[config.mk]
export PLATFORM = sky130hd
export DESIGN_NAME = mxt_ctrl
export DESIGN_NICKNAME = d
export VERILOG_FILES = /design/src/mxt_pkg.sv /design/src/mxt_ctrl.sv
export SDC_FILE = /design/constraint.sdc
export NUM_CORES = 1
export LEC_CHECK = 0
export ABC_AREA = 0
export BUFFER_PORTS_ARGS = -buffer_cell sky130_fd_sc_hd__buf_2
export CAP_MARGIN = 20
export CORE_AREA = 10 10 47 49
export DETAILED_ROUTE_END_ITERATION = 8
export DIE_AREA = 0 0 57 59
export PLACE_DENSITY_LB_ADDON = 0.15
export SLEW_MARGIN = 20
export SYNTH_ARGS = -nofsm -noshare
export SYNTH_HDL_FRONTEND = slang
export SYNTH_SLANG_ARGS = --single-unit
[constraint.sdc]
create_clock -name i_clk -period 2.2 [get_ports i_clk]
set_input_delay 0.11 -clock i_clk [delete_from_list [all_inputs] [get_ports i_clk]]
set_output_delay 0.11 -clock i_clk [all_outputs]
set_load 0.1 [all_outputs]
[src/mxt_pkg.sv]
`default_nettype none
// ----------------------------------------------------------------------------
// mxt_pkg: shared types and constants of the maximum-XOR binary trie
// Sizes of the node store, key and level fields, command and status codes,
// controller state encoding and the control/status bundles.
// ----------------------------------------------------------------------------
package mxt_pkg;

    localparam int MAX_KEY_BITS = 32;
    localparam int NODE_DEPTH   = 1024;

    localparam int VAL_W  = 32;                      // width of value / max_xor
    localparam int KEY_W  = MAX_KEY_BITS;            // working key width
    localparam int KB_W   = 6;                       // key_bits register width
    localparam int CMD_W  = 2;
    localparam int STS_W  = 2;
    localparam int LINK_W = $clog2(NODE_DEPTH);      // child link / node address
    localparam int CNT_W  = $clog2(NODE_DEPTH + 1);  // nodes_used
    localparam int LVL_W  = ($clog2(MAX_KEY_BITS) > 0) ? $clog2(MAX_KEY_BITS) : 1;
    localparam int NODE_W = 2 * LINK_W;              // {link1, link0}

    localparam logic [KB_W-1:0] KEY_BITS_RST = KB_W'(32);

    localparam logic [CMD_W-1:0] CMD_INSERT = 2'd0;
    localparam logic [CMD_W-1:0] CMD_QUERY  = 2'd1;
    localparam logic [CMD_W-1:0] CMD_CLEAR  = 2'd2;

    localparam logic [STS_W-1:0] ST_OK    = 2'd0;
    localparam logic [STS_W-1:0] ST_FULL  = 2'd1;
    localparam logic [STS_W-1:0] ST_EMPTY = 2'd2;

    typedef enum logic [3:0] {
        S_IDLE  = 4'b0001,
        S_WALK  = 4'b0010,
        S_ALLOC = 4'b0100,
        S_RESP  = 4'b1000
    } t_state;

    typedef struct packed {
        logic load;      // latch a new item
        logic clear;     // empty the trie
        logic cfg_wr;    // write key_bits (also empties the trie)
        logic walk;      // one trie level using the current node
        logic alloc;     // one level of a freshly allocated path
        logic out_load;  // move the result into the output register
    } t_dp_cmd;

    typedef struct packed {
        logic full;      // an insert now would be rejected
        logic empty;     // no root children
        logic last;      // working on bit 0
        logic to_alloc;  // insert missed above bit 0, rest of path is new
        logic stop;      // walk finishes this cycle
    } t_dp_sts;

    function automatic logic [KEY_W-1:0] fit_key(input logic [VAL_W-1:0] v);
        logic [KEY_W-1:0] k;
        k = '0;
        for (int i = 0; i < KEY_W; i++) begin
            if (i < VAL_W) begin
                k[i] = v[i];
            end
        end
        return k;
    endfunction

    function automatic logic [VAL_W-1:0] fit_val(input logic [KEY_W-1:0] k);
        logic [VAL_W-1:0] v;
        v = '0;
        for (int i = 0; i < VAL_W; i++) begin
            if (i < KEY_W) begin
                v[i] = k[i];
            end
        end
        return v;
    endfunction

endpackage
`default_nettype wire

[src/mxt_ctrl.sv]
`default_nettype none
// ----------------------------------------------------------------------------
// mxt_ctrl: trie controller
// Sequences accept, per-level walk, path allocation and result hand-off;
// owns the handshakes of the input, output and configuration channels.
// ----------------------------------------------------------------------------
module mxt_ctrl (
    input  wire logic                      i_clk,
    input  wire logic                      i_rst_n,
    input  wire logic                      i_in_valid,
    output logic                           o_in_stall,
    input  wire logic [mxt_pkg::CMD_W-1:0] i_cmd,
    output logic                           o_out_valid,
    input  wire logic                      i_out_stall,
    input  wire logic                      i_cfg_valid,
    output logic                           o_cfg_ready,
    output mxt_pkg::t_dp_cmd               o_cmd_ctl,
    input  wire mxt_pkg::t_dp_sts          i_sts
);

    import mxt_pkg::*;

    t_state r_state, n_state;
    logic   out_free;

    assign out_free    = !o_out_valid || !i_out_stall;
    // a pending config write takes the idle cycle ahead of any item
    assign o_in_stall  = (r_state != S_IDLE) || i_cfg_valid;
    assign o_cfg_ready = r_state == S_IDLE;

    always_comb begin
        n_state   = r_state;
        o_cmd_ctl = '0;
        case (r_state)
            S_IDLE: begin
                o_cmd_ctl.cfg_wr = i_cfg_valid;
                if (i_in_valid && !i_cfg_valid) begin
                    o_cmd_ctl.load = 1'b1;
                    case (i_cmd)
                        CMD_INSERT: n_state = i_sts.full ? S_RESP : S_WALK;
                        CMD_QUERY:  n_state = i_sts.empty ? S_RESP : S_WALK;
                        CMD_CLEAR: begin
                            o_cmd_ctl.clear = 1'b1;
                            n_state         = S_RESP;
                        end
                        default:    n_state = S_RESP;
                    endcase
                end
            end
            S_WALK: begin
                o_cmd_ctl.walk = 1'b1;
                if (i_sts.to_alloc) begin
                    n_state = S_ALLOC;
                end else if (i_sts.stop) begin
                    n_state = S_RESP;
                end
            end
            S_ALLOC: begin
                o_cmd_ctl.alloc = 1'b1;
                if (i_sts.last) begin
                    n_state = S_RESP;
                end
            end
            S_RESP: begin
                if (out_free) begin
                    o_cmd_ctl.out_load = 1'b1;
                    n_state            = S_IDLE;
                end
            end
            default: n_state = S_IDLE;
        endcase
    end

    always_ff @(posedge i_clk) begin
        if (!i_rst_n) begin
            r_state     <= S_IDLE;
            o_out_valid <= 1'b0;
        end else begin
            r_state <= n_state;
            if (o_cmd_ctl.out_load) begin
                o_out_valid <= 1'b1;
            end else if (!i_out_stall) begin
                o_out_valid <= 1'b0;
            end
        end
    end

endmodule
`default_nettype wire

==> impl_results.md, run 1 <==
- RR Endpoint: r_state[1]$_SDFFE_PN0P_
- CP max-delay cell: or4b_4
- Clock-pin slew on the worst setup and hold paths: 0.04 ns
- Async set-or-reset flop fraction in the synthesized netlist: 0%
- Die Ht: slightly below 60 um
- Final Cycle Share: 90.6%
- Most frequent cells in the layout: buf_2, nor2_1, dfxtp_1, nand2_1, clkbuf_4
- Worst flop-to-flop path startpoint: r_state[0]$_SDFFE_PN1P_
- Top cells by area, synth: dfxtp_1, nor2_1, or4b_4
- Seq/Total Area, Yosys: 30.4%
- Number of max-cap violations: 0
- Final Slew Violations: 0
- Overflow after GRT: 0
- Yosys reg bits: 5
- CTS resizes: 0
- Rel. slew slack: 67.4%
- Power Dens Cells: about 940 nW/um2
- Routed Antenna Nets: 0
- DR vias: 375
- Register share of total power: between 20% and 30%
- N_diodes: 0
- GR Layer Usage met2: 11.5%
- Gr usage total: 6.32%
- Dominant cell type by area after synthesis: dfxtp_1
- Hold Crit Depth: 2
- DP Worst Slack: 0.450 ns
- Routability congestion estimate: 0.676
- Avg WL per Cell: 12.0 um
- Clock skew: 0.00304 ns
- Clk_lat worst skew: approximately 0.23 ns
- Drt via density: 4.52
- Setup bufs post-CTS: 0
- Initial cell density of the core: 23.5%
- Pint: 231 uW
- Critical path, cell by cell: or4b_4, nor2_2, and2_4, buf_2
- Post-layout minimum cycle time: 1.99 ns
- Initial antenna violation count: 0
- WL final: 993 um
- Warnings from Yosys: 0
- Met1 usage: 5.97%
- Final std cells w/o fill: 83
- Status: complete, no violations
- Root Buffer: clkbuf_4
- WS Path Type: flip-flop to primary output
- Yosys cell types: 27
- Clock share of power: 21.2%
- Met3 Resource Use GR: 2.15%
- Placement row count: 14
- Post-synth top area share: 30.4%
- CP startpoint kind: flip-flop
- CP Capture Type: primary output
- Mapped Area: 329 um2
- Final instance area: 510 um2
- Worst vdd ir: 0.389 mV
- Final hold vios: 0
- Post-Route Setup TNS: 0 ns
- CTS sink cnt: 5
- Die area: approximately 3400 um2
- R2R cell count: 4
- Initial DRC Count: 8
- Area Overhead vs Synth: 55.1%
- Synth Flop Type: dfxtp_1
- Final core occ: 36.4%
- Levels on crit path: 4
- First-pass GRT wire length: 1740 um
- Worst slew pin tran: ~0.49 ns
- HP Class: input port to flip-flop
- Port Buf Inserts: 20
- Sum of buffers and inverters on the critical path: 1
- RSZ-0062 raised after global routing: no
- I/O Pins: 21
- TritonCTS Buffers: 3
- Largest net degree at the start of global routing: 8
- Vias in the first global route: 417
- Top Usage Layer GRT: met2
- Hold EP: o_out_valid$_SDFFE_PN0P_
- P_sw: roughly 250 uW
- Arrival time worst endpoint: 1.88 ns
- Final setup fails: 0
- Core Region: about 1400 um2
- Crit-path max FO: 7
- Static leakage: between 0.0002 and 0.00025 uW
- CP peak stage delay: 0.54 ns
- Synth Instances: 43
- CTS max path bufs: 2
- Sw Ratio: between 50% and 60%
- Die Span X: roughly 57 um
- F_max: between 500 and 600 MHz
- Commonest non-fill, non-tap cell in the layout: buf_2
- Family with the most delay on the worst path: simple AND/OR/NAND/NOR gates
- Dpl cells: approximately 80
- Layout cells sized above 1: about half
- Worst Hold Launch: i_rst_n
- Post-synth EDFFs: 0
- H-tree depth: 1
- Required time worst endpoint: roughly 2.1 ns
- Dpl cell area: 484 um2
- Avg Cell Area, Syn: 7.65 um2
- Detailed Routing Iterations Pass 1: 3
- R2R Setup Slk: 0.70 ns
- Logic pwr share: 54.8%
- NumNets Final: 80
- Syn Nets: 55
- Cts hold-fix bufs: 0
- DRC viols: 0
- Post-route setup slack: about 0.21 ns
- CTS tree: built
-- cell families (layout without fill, tap and decap cells) --
family	after synthesis	in the layout	share of synthesized area [%]
buffers and inverters	3	27	3.42
flip-flops	5	5	30.4
AND/OR/NAND/NOR	22	22	38.8
AO/OA/AOI/OAI	13	13	27.4
-- routing by layer --
metal | part of all wire [%] | up-vias
met3 | 6.9 | 2
met2 | 53 | 9
li1 | - | 204
met4 | 0.60 | 0
met5 | 0 | -
met1 | 39 | 160
-- power by group through the flow --
| stage | sequential (uW) | combinational [uW] | clock (uW) |
|---|---|---|---|
| final | 115 | 262 | 101 |
| after global routing | 117 | 277 | 113 |
| after CTS | 115 | 265 | 108 |
| after detailed placement | 117 | 264 | 0 |
| after global placement | 116 | 266 | 0 |
| after floorplan | 119 | 215 | 0 |
-- state kept, by name, indices dropped and copies added (netlist names) --
register,cells
o_out_valid,1
r_state,4
-- Yosys cell counts, types with 2 or more instances --
library cell	number
a21oi_1	2
dfxtp_1	5
inv_1	3
nand2_1	3
nand2b_1	2
nor2_1	5
nor2b_1	2
nor3_1	2
-- layout make-up --
| cell class | count | area (um2) |
|---|---|---|
| timing repair buffer | 20 | 115 |
| fill | 160 | 891 |
| tap | 16 | 20.0 |
| inverter | 3 | 15.0 |
| clock buffer | 4 | 26.3 |
| multi-input combinational | 35 | 234 |
| sequential | 5 | 100 |
-- worst max-delay path by stage --
| stage | start | to | slack (ns) |
|---|---|---|---|
| final | r_state[0]$_SDFFE_PN1P_ | o_cmd_ctl[5] | 0.21 |
| after detailed placement | r_state[0]$_SDFFE_PN1P_ | o_cmd_ctl[5] | 0.45 |
| after global placement | r_state[0]$_SDFFE_PN1P_ | o_cmd_ctl[5] | 0.47 |
| after floorplan | r_state[0]$_SDFFE_PN1P_ | o_cmd_ctl[4] | 0.14 |
| after global routing | r_state[0]$_SDFFE_PN1P_ | o_cmd_ctl[5] | 0.12 |
| after CTS | r_state[0]$_SDFFE_PN1P_ | o_cmd_ctl[5] | 0.19 |
-- stage by stage --
step,hold WS (ns),total power [uW]
finish,0.168,479
floorplan,0.253,334
global placement,0.413,382
global route,0.177,508
detailed placement,0.414,381
CTS,0.163,489
Power figures use the tool's default switching activity.
==> run 2, diff against run 1 <==
==> constraint.sdc (replaced) <==
create_clock -name i_clk -period 2.2 [get_ports i_clk]
set_input_delay 0.11 -clock i_clk [delete_from_list [all_inputs] [get_ports i_clk]]
set_output_delay 0.11 -clock i_clk [all_outputs]
set_load 0.005 [all_outputs]
==> impl_results.md, run 2 (same netlist as run 1, synthesis figures left out) <==
- CTS sink cnt: 5
- First-pass GRT wire length: 1560 um
- RSZ-0062 raised after global routing: no
- Most frequent cells in the layout: buf_2, nor2_1, dfxtp_1
- Required time worst endpoint: 2.09 ns
- Placement row count: 14
- CP startpoint kind: flip-flop
- Initial DRC Count: 2
- Register share of total power: 35.2%
- N_diodes: 0
- Status: complete, no violations
- Port Buf Inserts: 20
- Pint: 225 uW
- Worst slew pin tran: ~0.26 ns
- Arrival time worst endpoint: 1.66 ns
- Final Slew Violations: 0
- Root Buffer: clkbuf_4
- Final Cycle Share: 80.6%
- Levels on crit path: 5
- CP peak stage delay: 0.52 ns
- Post-Route Setup TNS: 0 ns
- Final setup fails: 0
- Total power: between 300 and 400 uW
- Die Ht: 59 um
- Setup bufs post-CTS: 0
- Gr usage total: 5.77%
- Initial cell density of the core: 23.5%
- Critical path, cell by cell: or4b_4, nor2_2, and2_4, and3b_1, buf_2
- Routed Antenna Nets: 0
- TritonCTS Buffers: 3
- Static leakage: 0.000225 uW
- RR Endpoint: r_state[1]$_SDFFE_PN0P_
- Avg WL per Cell: 11.7 um
- Hold EP: o_out_valid$_SDFFE_PN0P_
- F_max: 564 MHz
- Power Dens Cells: 678 nW/um2
- Initial antenna violation count: 0
- Sw Ratio: 30.1%
- Die Span X: about 57 um
- HPWL Detailed: 840 um
- Final hold vios: 0
- Hold Crit Depth: 2
- Worst flop-to-flop path startpoint: r_state[0]$_SDFFE_PN1P_
- Max FFs per register: 4
- Rel. slew slack: 82.8%
- P_sw: 97.1 uW
- Overflow after GRT: 0
- CTS tree: built
- Commonest non-fill, non-tap cell in the layout: buf_2
- Post-layout minimum cycle time: between 1.5 and 2 ns
- WL final: 969 um
- Clock-pin slew on the worst setup and hold paths: 0.04 ns
- Most flop-heavy register: r_state
- NumNets Final: 80
- DR vias: 377
- R2R cell count: 4
- Detailed Routing Iterations Pass 1: 2
- Largest net degree at the start of global routing: 8
- H-tree depth: 1
- Die area: ~3400 um2
- Worst vdd ir: 0.272 mV
- WS Path Type: flip-flop to primary output
- Routability congestion estimate: 0.692
- Number of max-cap violations: 0
- Post-route setup slack: between 0.4 and 0.5 ns
- CTS resizes: 0
- Area Overhead vs Synth: 44.5%
- DP Worst Slack: 0.670 ns
- DRC viols: 0
- CP Capture Type: primary output
- R2R Setup Slk: approximately 0.74 ns
- HP Class: input port to flip-flop
- Dpl cells: ~80
- Vias in the first global route: 377
- Cts hold-fix bufs: 0
- Worst Hold Launch: i_rst_n
- Clock share of power: 31.5%
- Crit-path max FO: 7
- CP max-delay cell: or4b_4
- Family with the most delay on the worst path: simple AND/OR/NAND/NOR gates
- Clk_lat worst skew: 0.23 ns
- CTS max path bufs: 2
- Clock skew: 0.000345 ns
- Logic pwr share: 33.4%
- Layout cells sized above 1: between 40% and 50%
- Core Region: 1400 um2
- Final std cells w/o fill: 83
- I/O Pins: 21
- Drt via density: 4.54
- Sum of buffers and inverters on the critical path: 1
- Top Registers: r_state: 4 flops, o_out_valid: 1 flops
## run 2: cell count changes in the layout (fill, tap and decap cells not counted), sizes merged
cell      change
clkinvlp      -1
inv           +1
## run 2: per-layer routing
metal  share of wire (%)  GRT usage (%)  vias to the layer above
met2                  48           9.15                       12
met3                 7.3           2.15                        2
li1                    -              -                      202
met1                  43           5.87                      161
met5                   0              0                        -
met4                 1.0           5.03                        0
## run 2: area by class of cell
cell class	instances	area, um2
Fill cell	158	926
Multi-Input combinational cell	35	218
Sequential cell	5	100
Clock buffer	4	26.3
Inverter	3	11.3
Tap cell	16	20.0
Timing Repair Buffer	20	100
## run 2: power groups by stage
stage	Clock (uW)	Combinational [uW]	Sequential, uW
floorplan	0	68.0	112
global placement	0	111	114
detailed placement	0	110	115
CTS	109	110	113
global route	109	123	115
finish	101	108	113
## run 2: worst register-to-register path, cell delays in order (launching register included)
cell	delay (ns)
dfxtp_1	0.41
or4b_4	0.52
o21ai_1	0.19
a21o_1	0.12
o32ai_1	0.09
## run 2: worst max path at each step
stage / start / end / slack (ns)
CTS: r_state[0]$_SDFFE_PN1P_ / o_cmd_ctl[4] / 0.41
floorplan: r_state[3]$_SDFFE_PN0P_ / o_cmd_ctl[4] / 0.80
finish: r_state[0]$_SDFFE_PN1P_ / o_cmd_ctl[4] / 0.43
detailed placement: r_state[0]$_SDFFE_PN1P_ / o_cmd_ctl[4] / 0.67
global placement: r_state[3]$_SDFFE_PN0P_ / o_cmd_ctl[4] / 0.70
global route: r_state[0]$_SDFFE_PN1P_ / o_cmd_ctl[4] / 0.33
## run 2: stage by stage
stage	hold slack, ns	instance area [um2]	util, %
after floorplan	0.253	329	-
after global placement	0.414	449	32.1
after detailed placement	0.414	449	32.1
after CTS	0.158	475	33.9
after global routing	0.172	475	33.9
final	0.164	475	33.9
